**config.mk**
```make
export PLATFORM = sky130hd
export DESIGN_NAME = battery_voltage_monitor_top_flat
export DESIGN_NICKNAME = d
export VERILOG_FILES = /design/src/hw/rtl/bvm_pkg.sv /design/src/hw/rtl/bvm_stream_if.sv /design/src/hw/rtl/bvm_divider.sv /design/src/hw/rtl/bvm_datapath.sv /design/src/hw/rtl/bvm_ctrl.sv /design/src/hw/rtl/battery_voltage_monitor_top.sv /design/src/flat_wrapper.sv
export SDC_FILE = /design/constraint.sdc
export NUM_CORES = 2
export LEC_CHECK = 0
export BUFFER_PORTS_ARGS = -buffer_cell sky130_fd_sc_hd__buf_4
export CAP_MARGIN = 30
export CORE_MARGIN = 10
export CORE_UTILIZATION = 25
export CTS_BUF_LIST = sky130_fd_sc_hd__clkbuf_8
export DETAILED_ROUTE_END_ITERATION = 8
export MAX_ROUTING_LAYER = met4
export PLACE_DENSITY = 0.49
export SLEW_MARGIN = 20
export SYNTH_ARGS = -nofsm -noshare
export SYNTH_HDL_FRONTEND = slang
export SYNTH_SLANG_ARGS = --single-unit
```
**constraint.sdc**
```tcl
create_clock -name i_clk -period 11.07 [get_ports i_clk]
set_input_delay 2.214 -clock i_clk [delete_from_list [all_inputs] [get_ports i_clk]]
set_output_delay 2.214 -clock i_clk [all_outputs]
set_load 0.005 [all_outputs]
```
**src/hw/rtl/bvm_pkg.sv**
```systemverilog
`default_nettype none
// ----------------------------------------------------------------------------
// bvm_pkg
// shared types and constants of the battery voltage monitor
// ----------------------------------------------------------------------------
package bvm_pkg;

    localparam int unsigned RefMillivolts = 3300;
    localparam int unsigned OverloadLimit = 64;
    localparam int unsigned OvlStep       = OverloadLimit / 8;
    localparam int unsigned OvlHalf       = OverloadLimit / 2;
    localparam int unsigned OvlW          = $clog2(OverloadLimit + 1);

    localparam logic [9:0]  AdcFull   = 10'd1023;
    localparam logic [31:0] BigThresh = 32'd1000000;

    // reciprocals for 32-bit unsigned division by 1023 (shift 42) and 1000 (shift 38)
    localparam logic [64:0] Recip1023 = 65'h1_0040_1005;
    localparam logic [63:0] Recip1000 = 64'd274877907;

    typedef enum logic [1:0] {
        REG_R1     = 2'd0,
        REG_R2     = 2'd1,
        REG_WEIGHT = 2'd2,
        REG_WARN   = 2'd3
    } t_reg_idx;

    // datapath operations
    typedef enum logic [3:0] {
        OP_NONE    = 4'd0,
        OP_LOAD    = 4'd1,   // latch sample, update overload counter
        OP_GCD_INI = 4'd2,   // load gcd operands
        OP_GCD_STP = 4'd3,   // one gcd step
        OP_DIV_A   = 4'd4,   // start r1 / g
        OP_DIV_B   = 4'd5,   // start r2 / g
        OP_MUL_N   = 4'd6,   // n = (a+b)*adc
        OP_DIV_N   = 4'd7,   // n / 1023 and big flag
        OP_MUL_REF = 4'd8,   // n*ref, d
        OP_DIV_RAW = 4'd9,   // start n / d
        OP_MUL_KP  = 4'd10,  // products of filter
        OP_DIV_KP  = 4'd11,  // keep / 1000
        OP_DIV_AD  = 4'd12,  // add / 1000
        OP_FILT    = 4'd13   // update filter
    } t_op;

    typedef struct packed {
        t_op  op;
    } t_cmd;

    typedef struct packed {
        logic gcd_done;
        logic div_busy;
        logic need_gcd;
        logic r2_zero;
    } t_sts;

endpackage
`default_nettype wire

```
**src/hw/rtl/bvm_stream_if.sv**
```systemverilog
`default_nettype none
// ----------------------------------------------------------------------------
// bvm_stream_if
// valid/ready channel carrying one payload word
// ----------------------------------------------------------------------------
interface bvm_stream_if #(
    parameter type T = logic
);
    logic valid;
    logic ready;
    T     data;

    modport source (output valid, output data, input ready);
    modport sink   (input valid, input data, output ready);
endinterface
`default_nettype wire

```
**src/hw/rtl/bvm_divider.sv**
```systemverilog
`default_nettype none
// ----------------------------------------------------------------------------
// bvm_divider
// 32-bit restoring divider, one quotient bit per cycle
// ----------------------------------------------------------------------------
module bvm_divider (
    input  wire logic        i_clk,
    input  wire logic        i_rst_n,
    input  wire logic        i_start,
    input  wire logic [31:0] i_num,
    input  wire logic [31:0] i_den,
    output logic             o_busy,
    output logic [31:0]      o_quot
);
    logic [31:0] r_quot, n_quot;
    logic [32:0] r_rem, n_rem;
    logic [31:0] r_den;
    logic [5:0]  r_cnt, n_cnt;
    logic [32:0] w_shift;

    always_comb begin
        w_shift = {r_rem[31:0], r_quot[31]};
        n_rem   = r_rem;
        n_quot  = r_quot;
        n_cnt   = r_cnt;
        if (i_start) begin
            n_rem  = '0;
            n_quot = i_num;
            n_cnt  = 6'd32;
        end else if (r_cnt != 6'd0) begin
            if (w_shift >= {1'b0, r_den}) begin
                n_rem  = w_shift - {1'b0, r_den};
                n_quot = {r_quot[30:0], 1'b1};
            end else begin
                n_rem  = w_shift;
                n_quot = {r_quot[30:0], 1'b0};
            end
            n_cnt = r_cnt - 6'd1;
        end
    end

    always_ff @(posedge i_clk) begin
        if (!i_rst_n) begin
            r_cnt <= '0;
        end else begin
            r_cnt <= n_cnt;
        end
        r_rem  <= n_rem;
        r_quot <= n_quot;
        if (i_start) begin
            r_den <= i_den;
        end
    end

    assign o_busy = (r_cnt != 6'd0);
    assign o_quot = r_quot;
endmodule
`default_nettype wire

```
**src/hw/rtl/bvm_datapath.sv**
```systemverilog
`default_nettype none
// ----------------------------------------------------------------------------
// bvm_datapath
// registers, gcd engine, multipliers and divider of the monitor
// ----------------------------------------------------------------------------
module bvm_datapath (
    input  wire logic          i_clk,
    input  wire logic          i_rst_n,
    input  wire logic          i_cfg_we,
    input  wire logic [1:0]    i_cfg_idx,
    input  wire logic [31:0]   i_cfg_data,
    input  wire logic [9:0]    i_adc,
    input  wire bvm_pkg::t_cmd i_cmd,
    output bvm_pkg::t_sts      o_sts,
    output logic [31:0]        o_raw_mv,
    output logic [15:0]        o_filtered_mv,
    output logic               o_overload,
    output logic               o_low_warning
);
    import bvm_pkg::*;

    logic [31:0] r_r1, r_r2, r_gcd, r_filt;
    logic [9:0]  r_weight;
    logic [15:0] r_warn;
    logic        r_gvalid;
    logic [OvlW-1:0] r_ovl;
    logic [9:0]  r_adc;
    logic [31:0] r_ga, r_gb;
    logic [4:0]  r_twos;
    logic        r_gdone;
    logic [31:0] r_a, r_b, r_n, r_d, r_keep, r_mk, r_ma;
    logic [31:0] r_nq, r_add;
    logic        r_big;
    logic [31:0] r_raw;

    logic        w_dstart;
    logic [31:0] w_dnum, w_dden, w_quot;
    logic        w_dbusy;
    logic [9:0]  w_w;
    logic [64:0] w_p1023;
    logic [31:0] w_ksrc;
    logic [63:0] w_p1000;

    bvm_divider u_div (
        .i_clk   (i_clk),
        .i_rst_n (i_rst_n),
        .i_start (w_dstart),
        .i_num   (w_dnum),
        .i_den   (w_dden),
        .o_busy  (w_dbusy),
        .o_quot  (w_quot)
    );

    assign w_w = (i_cfg_data[9:0] == 10'd0 || i_cfg_data[9:0] > 10'd1000) ?
                 10'd1000 : i_cfg_data[9:0];

    assign w_p1023 = {33'd0, r_n} * Recip1023;
    assign w_ksrc  = (i_cmd.op == OP_DIV_AD) ? r_ma : r_mk;
    assign w_p1000 = {32'd0, w_ksrc} * Recip1000;

    always_comb begin
        w_dstart = 1'b0;
        w_dnum   = '0;
        w_dden   = '0;
        unique case (i_cmd.op)
            OP_DIV_A:   begin w_dstart = 1'b1; w_dnum = r_r1; w_dden = r_gcd; end
            OP_DIV_B:   begin w_dstart = 1'b1; w_dnum = r_r2; w_dden = r_gcd; end
            OP_DIV_RAW: begin w_dstart = 1'b1; w_dnum = r_n; w_dden = r_d; end
            default: ;
        endcase
    end

    always_ff @(posedge i_clk) begin
        if (!i_rst_n) begin
            r_r1     <= '0;
            r_r2     <= '0;
            r_weight <= 10'd1000;
            r_warn   <= '0;
            r_gcd    <= '0;
            r_gvalid <= 1'b0;
            r_filt   <= '0;
            r_ovl    <= '0;
            r_gdone  <= 1'b0;
        end else begin
            if (i_cfg_we) begin
                unique case (t_reg_idx'(i_cfg_idx))
                    REG_R1:     begin r_r1 <= i_cfg_data; r_gvalid <= 1'b0; end
                    REG_R2:     begin r_r2 <= i_cfg_data; r_gvalid <= 1'b0; end
                    REG_WEIGHT: r_weight <= w_w;
                    REG_WARN:   r_warn <= i_cfg_data[15:0];
                    default: ;
                endcase
            end
            unique case (i_cmd.op)
                OP_LOAD: begin
                    r_adc <= i_adc;
                    if (i_adc == AdcFull) begin
                        if (r_ovl < OvlW'(OverloadLimit)) r_ovl <= r_ovl + OvlW'(1);
                    end else if (r_ovl > OvlW'(OvlStep)) begin
                        r_ovl <= r_ovl - OvlW'(OvlStep);
                    end else begin
                        r_ovl <= '0;
                    end
                end
                OP_GCD_INI: begin
                    r_ga    <= r_r1;
                    r_gb    <= r_r2;
                    r_twos  <= '0;
                    r_gdone <= 1'b0;
                    if (r_r1 == 32'd0) begin
                        r_gcd <= r_r2; r_gvalid <= 1'b1; r_gdone <= 1'b1;
                    end
                end
                OP_GCD_STP: begin
                    if (((r_ga | r_gb) & 32'd1) == 32'd0) begin
                        r_ga   <= r_ga >> 1;
                        r_gb   <= r_gb >> 1;
                        r_twos <= r_twos + 5'd1;
                    end else if (!r_ga[0]) begin
                        r_ga <= r_ga >> 1;
                    end else if (!r_gb[0]) begin
                        r_gb <= r_gb >> 1;
                    end else if (r_ga > r_gb) begin
                        r_ga <= r_gb;
                        r_gb <= r_ga - r_gb;
                    end else if (r_gb == r_ga) begin
                        r_gcd    <= r_ga << r_twos;
                        r_gvalid <= 1'b1;
                        r_gdone  <= 1'b1;
                    end else begin
                        r_gb <= r_gb - r_ga;
                    end
                end
                OP_DIV_B: r_a <= w_quot;
                OP_MUL_N: begin
                    r_b   <= w_quot;
                    r_n   <= 32'((r_a + w_quot) * {22'd0, r_adc});
                end
                OP_DIV_N: begin
                    r_big <= (r_n >= BigThresh);
                    r_nq  <= {9'd0, w_p1023[64:42]};
                end
                OP_MUL_REF: begin
                    r_n <= 32'((r_big ? r_nq : r_n) * 32'(RefMillivolts));
                    r_d <= r_big ? r_b : 32'(r_b * 32'd1023);
                end
                OP_MUL_KP: begin
                    r_raw <= (r_r2 == 32'd0 || r_gcd == 32'd0 || r_d == 32'd0) ?
                             32'd0 : w_quot;
                    r_mk  <= 32'(r_filt * (32'd1000 - {22'd0, r_weight}));
                    r_ma  <= 32'(((r_r2 == 32'd0 || r_gcd == 32'd0 || r_d == 32'd0) ?
                             32'd0 : w_quot) * {22'd0, r_weight});
                end
                OP_DIV_KP: r_keep <= {6'd0, w_p1000[63:38]};
                OP_DIV_AD: r_add  <= {6'd0, w_p1000[63:38]};
                OP_FILT: begin
                    r_filt <= (r_filt == 32'd0) ? r_raw : 32'(r_keep + r_add);
                end
                default: ;
            endcase
        end
    end

    assign o_sts.gcd_done = r_gdone;
    assign o_sts.div_busy = w_dbusy;
    assign o_sts.need_gcd = !r_gvalid;
    assign o_sts.r2_zero  = (r_r2 == 32'd0);

    assign o_raw_mv      = r_raw;
    assign o_filtered_mv = r_filt[15:0];
    assign o_overload    = (r_ovl >= OvlW'(OvlHalf)) && (r_r2 != 32'd0);
    assign o_low_warning = (r_filt[15:0] < r_warn);
endmodule
`default_nettype wire

```
**src/hw/rtl/bvm_ctrl.sv**
```systemverilog
`default_nettype none
// ----------------------------------------------------------------------------
// bvm_ctrl
// sequencer issuing datapath operations for one word
// ----------------------------------------------------------------------------
module bvm_ctrl (
    input  wire logic          i_clk,
    input  wire logic          i_rst_n,
    input  wire logic          i_in_valid,
    output logic               o_in_ready,
    output logic               o_out_valid,
    input  wire logic          i_out_ready,
    input  wire bvm_pkg::t_sts i_sts,
    output bvm_pkg::t_cmd      o_cmd
);
    import bvm_pkg::*;

    typedef enum logic [14:0] {
        S_IDLE  = 15'b000000000000001,
        S_GINI  = 15'b000000000000010,
        S_GSTP  = 15'b000000000000100,
        S_DA    = 15'b000000000001000,
        S_DB    = 15'b000000000010000,
        S_MN    = 15'b000000000100000,
        S_DN    = 15'b000000001000000,
        S_MR    = 15'b000000010000000,
        S_DR    = 15'b000000100000000,
        S_MK    = 15'b000001000000000,
        S_DK    = 15'b000010000000000,
        S_DAD   = 15'b000100000000000,
        S_FILT  = 15'b001000000000000,
        S_OUT   = 15'b010000000000000,
        S_WAITD = 15'b100000000000000
    } t_state;

    t_state r_state, n_state, r_after, n_after;

    always_comb begin
        n_state   = r_state;
        n_after   = r_after;
        o_cmd.op  = OP_NONE;
        unique case (r_state)
            S_IDLE: if (i_in_valid) begin
                o_cmd.op = OP_LOAD;
                n_state  = S_GINI;
            end
            S_GINI: begin
                if (i_sts.r2_zero) begin
                    n_state = S_MK;
                end else if (i_sts.need_gcd) begin
                    o_cmd.op = OP_GCD_INI;
                    n_state  = S_GSTP;
                end else begin
                    n_state = S_DA;
                end
            end
            S_GSTP: begin
                if (i_sts.gcd_done) begin
                    n_state = S_DA;
                end else begin
                    o_cmd.op = OP_GCD_STP;
                end
            end
            S_DA:  begin o_cmd.op = OP_DIV_A; n_state = S_WAITD; n_after = S_DB; end
            S_DB:  begin o_cmd.op = OP_DIV_B; n_state = S_WAITD; n_after = S_MN; end
            S_MN:  begin o_cmd.op = OP_MUL_N; n_state = S_DN; end
            S_DN:  begin o_cmd.op = OP_DIV_N; n_state = S_MR; end
            S_MR:  begin o_cmd.op = OP_MUL_REF; n_state = S_DR; end
            S_DR:  begin o_cmd.op = OP_DIV_RAW; n_state = S_WAITD; n_after = S_MK; end
            S_MK:  begin o_cmd.op = OP_MUL_KP; n_state = S_DK; end
            S_DK:  begin o_cmd.op = OP_DIV_KP; n_state = S_DAD; end
            S_DAD: begin o_cmd.op = OP_DIV_AD; n_state = S_FILT; end
            S_FILT: begin o_cmd.op = OP_FILT; n_state = S_OUT; end
            S_OUT: if (i_out_ready) begin
                n_state = S_IDLE;
            end
            S_WAITD: begin
                if (!i_sts.div_busy) n_state = r_after;
            end
            default: n_state = S_IDLE;
        endcase
    end

    always_ff @(posedge i_clk) begin
        if (!i_rst_n) begin
            r_state <= S_IDLE;
            r_after <= S_IDLE;
        end else begin
            r_state <= n_state;
            r_after <= n_after;
        end
    end

    assign o_in_ready  = (r_state == S_IDLE);
    assign o_out_valid = (r_state == S_OUT);
endmodule
`default_nettype wire

```
**src/hw/rtl/battery_voltage_monitor_top.sv**
```systemverilog
`default_nettype none
// ----------------------------------------------------------------------------
// battery_voltage_monitor_top
// adc sample to filtered battery millivolts with overload and low warning
// ----------------------------------------------------------------------------
// One word is handled at a time, from its acceptance to its result; the divider
// gcd is refreshed first when it is not valid (after reset or a resistor write).
// The work of a word centres on the shared one-bit-per-cycle 32-bit divider,
// used three times per word. A zero lower resistor skips the conversion.
// A stalled result holds off the next input word.
module battery_voltage_monitor_top (
    input  wire logic  i_clk,
    input  wire logic  i_rst_n,
    input  wire logic        i_cfg_we,
    input  wire logic [1:0]  i_cfg_idx,
    input  wire logic [31:0] i_cfg_data,
    bvm_stream_if.sink   in_if,
    bvm_stream_if.source out_if
);
    import bvm_pkg::*;

    t_cmd w_cmd;
    t_sts w_sts;
    logic [31:0] w_raw;
    logic [15:0] w_filt;
    logic w_ovl, w_low;

    bvm_ctrl u_ctrl (
        .i_clk       (i_clk),
        .i_rst_n     (i_rst_n),
        .i_in_valid  (in_if.valid),
        .o_in_ready  (in_if.ready),
        .o_out_valid (out_if.valid),
        .i_out_ready (out_if.ready),
        .i_sts       (w_sts),
        .o_cmd       (w_cmd)
    );

    bvm_datapath u_dp (
        .i_clk         (i_clk),
        .i_rst_n       (i_rst_n),
        .i_cfg_we      (i_cfg_we),
        .i_cfg_idx     (i_cfg_idx),
        .i_cfg_data    (i_cfg_data),
        .i_adc         (in_if.data),
        .i_cmd         (w_cmd),
        .o_sts         (w_sts),
        .o_raw_mv      (w_raw),
        .o_filtered_mv (w_filt),
        .o_overload    (w_ovl),
        .o_low_warning (w_low)
    );

    assign out_if.data = {w_raw, w_filt, w_ovl, w_low};
endmodule
`default_nettype wire
```
**src/flat_wrapper.sv**
```systemverilog
// flat-port wrapper written by rule: the top's interface ports become plain ports
module battery_voltage_monitor_top_flat import bvm_pkg::*;
  (i_clk, i_rst_n, i_cfg_we, i_cfg_idx, i_cfg_data, in_if_valid, in_if_data, in_if_ready, out_if_valid, out_if_data, out_if_ready);
  bvm_stream_if in_if_i ();
  bvm_stream_if out_if_i ();
  input  wire logic i_clk;
  input  wire logic i_rst_n;
  input  wire logic i_cfg_we;
  input  wire logic [1:0] i_cfg_idx;
  input  wire logic [31:0] i_cfg_data;
  input wire logic [$bits(in_if_i.valid)-1:0] in_if_valid;
  input wire logic [$bits(in_if_i.data)-1:0] in_if_data;
  output wire logic [$bits(in_if_i.ready)-1:0] in_if_ready;
  output wire logic [$bits(out_if_i.valid)-1:0] out_if_valid;
  output wire logic [$bits(out_if_i.data)-1:0] out_if_data;
  input wire logic [$bits(out_if_i.ready)-1:0] out_if_ready;
  assign in_if_i.valid = in_if_valid;
  assign in_if_i.data = in_if_data;
  assign in_if_ready = in_if_i.ready;
  assign out_if_valid = out_if_i.valid;
  assign out_if_data = out_if_i.data;
  assign out_if_i.ready = out_if_ready;
  battery_voltage_monitor_top u_core (.i_clk(i_clk), .i_rst_n(i_rst_n), .i_cfg_we(i_cfg_we), .i_cfg_idx(i_cfg_idx), .i_cfg_data(i_cfg_data), .in_if(in_if_i), .out_if(out_if_i));
endmodule
```
==> impl_metrics.json <==
{
  "synth_top_area_cell": "fa_1",
  "clock_path_buffers": 3,
  "die_area_um2": 343300,
  "synth-edff-count": 428,
  "worst_slew_margin_rel_pct": 30.31,
  "worstSkewPairLatency_ns": 0.91,
  "finalWeightedCongestion": 0.9397,
  "ir_drop_mv": 0.1344,
  "path_class": "reg2reg",
  "power.leakage_uw": 0.04015,
  "cpMaxStageDelayCell": "and3_2",
  "mappedNetlistNets": 10400,
  "cts_inserted_buffers": 117,
  "power-per-cell-area_nw_per_um2": 97.50,
  "place.port_buffers": 42,
  "wirelength_met1_um": 121100,
  "synth-compound-area-share_pct": 11.16,
  "ys_ff_latch": 641,
  "final-max-slew-violation-count": 0,
  "fp.dieW_um": 585.9,
  "hold_path.class": "reg2reg",
  "cts_setup_buffers": 0,
  "max-cap-violations": 0,
  "cts-resized-gates": 0,
  "detailed_place.area_um2": 85700,
  "synth.yosys.warnings": 0,
  "timing.critical_path.slowest_cell_delay_ns": 0.57,
  "route.detailed.wl_per_inst_um": 21.29,
  "antenna_found_initial": 25,
  "worst_clock_skew_ns": 0.1090,
  "run_status": "complete, no violations",
  "yosysSeqAreaShare_pct": 21.38,
  "first_global_vias": 62860,
  "dieHeight_um": 585.9,
  "final_design_area_no_fill_um2": 88360,
  "drt-vias-per-instance": 4.782,
  "met2_wirelength_um": 122800,
  "detail_route.first_pass.iterations": 9,
  "critical_path.startpoint": "u_core.u_ctrl.r_state[1]",
  "simple_gate_share_of_the_synthesized_area_pct": 12.06,
  "post-route-period-util_pct": 92.81,
  "synth_adder_area_share_pct": 41.32,
  "floorplan.initialDensity_pct": 25.15,
  "core_area_um2": 318300,
  "synthMuxAreaShare_pct": 2.169,
  "post_synth_num_cell_types": 112,
  "synth_flop_cell": "edfxtp_1",
  "synthDominantCellAreaShare_pct": 25.03,
  "ant_nets": 0,
  "maxUsedRoutingLayer": "met4",
  "crit_arrival_ns": 10.84,
  "syn-instance-count": 8313,
  "post_synth_instance_area_um2": 80050,
  "io_pins": 43,
  "clk_pin_slew_ns": 0.07,
  "groute.usage.overall_pct": 15.88,
  "max_slew.worst_pin.slew_ns": 1.043,
  "critPathCaptureType": "flop",
  "rsz_0062_raised_after_global_routing": "no",
  "layout-area-overhead-vs-synth_pct": 10.37,
  "synthXorXnorAreaFrac_pct": 3.676,
  "postRouteWirelength_um": 268000,
  "report.final.hold_viol_count": 0,
  "grt-ovfl-total": 0,
  "fp-row-count": 207,
  "grt_start_max_net_pins": 174,
  "cts_hold_repair.buffers": 0,
  "fillers": 33540,
  "met3RoutedLength_um": 15210,
  "drc_errors": 0,
  "combinational_family_with_the_most_area_after_synthesis": "adder cells",
  "critical_path.max_fanout": 16,
  "timing.critical_path.mode_cell": "fa_1",
  "timing.final.setup_violations": 0,
  "route.vias.total": 60200,
  "cts.htree.levels": 3,
  "clock_tree.root_cell": "clkbuf_8",
  "worstHoldStart": "u_core.u_dp.r_warn[4]",
  "mean_post_synth_cell_area_um2": 9.630,
  "synth.area.top_cells": "fa_1, ha_1, edfxtp_1, inv_1, dfxtp_1",
  "hpwlAfterDp_um": 214800,
  "finalWorstPathRequiredPeriod_ns": 10.27,
  "worstPathRequired_ns": 11.64,
  "nNetsFinal": 10390,
  "grt_pass1_wl_um": 407400,
  "clock_sink_count": 641,
  "cts_tree": "yes",
  "drt_first_iter_violations": 4819,
  "drive_above_1_share_pct": 6.197,
  "fmaxAchievable_mhz": 97.34,
  "synth-async-reset-ratio_pct": 0,
  "fin_setup_tns_ns": 0,
  "critical_path.startpoint_type": "flop",
  "critical_path.reg2reg.startpoint": "u_core.u_ctrl.r_state[1]"
}
==> synthesized netlist by cell type, drive strengths merged (179+ instances only) <==
| master | count |
|---|---|
| dfxtp | 213 |
| xnor2 | 223 |
| a21oi | 460 |
| and3 | 179 |
| o21ai | 295 |
| inv | 1415 |
| ha | 1042 |
| nor2 | 389 |
| edfxtp | 428 |
| clkbuf | 271 |
| fa | 1001 |
| nand2 | 772 |
==> power by group <==
| part | switching [µW] | leakage (µW) | total, µW | internal (µW) |
|---|---|---|---|---|
| registers | 199 | 0.00560 | 3040 | 2840 |
| logic | 1940 | 0.0331 | 3010 | 1070 |
| clock network | 1170 | 0.00148 | 2570 | 1400 |
==> path summary, 6_finish.rpt <==
path | slack [ns] | cells past startpoint | endpoint
min | 0.46 | 2 | u_core.u_dp.r_warn[4]
max reg2reg | 0.80 | 32 | u_core.u_dp.r_add[20]
min reg2reg | 0.46 | 2 | u_core.u_dp.r_warn[4]
max | 0.80 | 32 | u_core.u_dp.r_add[20]
==> cell families (layout without fill, tap and decap cells) <==
family | after synthesis | count (layout)
and+or+nand+nor | 2013 | 2013
muxes | 147 | 147
buffers and inverters | 1744 | 1838
adders and majority gates | 2043 | 2043
other | 0 | 2
AOI/OAI and AO/OA | 1389 | 1389
xor gates and xnor gates | 336 | 336
DFF | 641 | 641
==> worst max-delay path: cells and delay by family (launching register included) <==
family | cells | cell delay, ns
adder cells (fa/ha/maj) | 9 | 4.11
buffers and inverters | 6 | 0.97
AO/OA/AOI/OAI | 9 | 2.01
flip-flops | 1 | 0.35
XOR/XNOR | 1 | 0.12
AND/OR/NAND/NOR | 6 | 1.99
multiplexers | 1 | 0.42
==> placed cells by master (no fill, tap or decap), drive strengths merged, types with 31 or more instances in the layout <==
cell,synthesis,final
nand2b,74,74
o21bai,31,31
a22o,35,35
fa,1001,1001
ha,1042,1042
o21ai,295,295
buf,55,196
and3,179,179
a21o,171,171
xnor2,223,223
nor2,389,389
nor4,60,60
and2,167,167
mux2i,97,97
nand4,48,48
inv,1415,1458
o22ai,33,33
xor2,113,113
a211oi,56,56
a31oi,49,49
a21oi,460,460
nor2b,90,90
mux2,32,32
nand3,79,79
clkbuf,271,144
nand2,772,772
nor3,88,88
edfxtp,428,428
dfxtp,213,213
o211ai,39,39
==> per-layer routing <==
layer	up-vias	global-route usage, %
li1	27630	-
met2	1829	25.21
met1	30340	21.36
met4	0	4.372
met3	401	2.037
met5	-	-
==> final cells by class <==
cell class	instances	area [µm²]	area share (%)
multi-input combinational	5928	56500	63.95
timing repair buffer	196	1560	1.766
tap	4180	5230	5.919
clock inverter	80	633.1	0.7165
sequential	641	17120	19.37
antenna	2	5.005	0.005664
clock buffer	144	1982	2.243
inverter	1418	5325	6.027
==> metrics by stage <==
stage	worst slack, ns	utilization (%)	hold slack, ns	instances	power (µW)
5_1_grt	0.2570	27.76	0.4723	12590	9094
6_report	0.7963	27.76	0.4573	12590	8615
3_5_place_dp	0.8658	26.92	0.4449	12360	6037
2_1_floorplan	1.031	-	0.4227	8313	4901
4_1_cts	0.7816	27.74	0.4553	12580	8635
3_3_place_gp	0.9736	26.89	0.4428	12350	5985
Note: power is estimated with default switching activity, not from simulation.
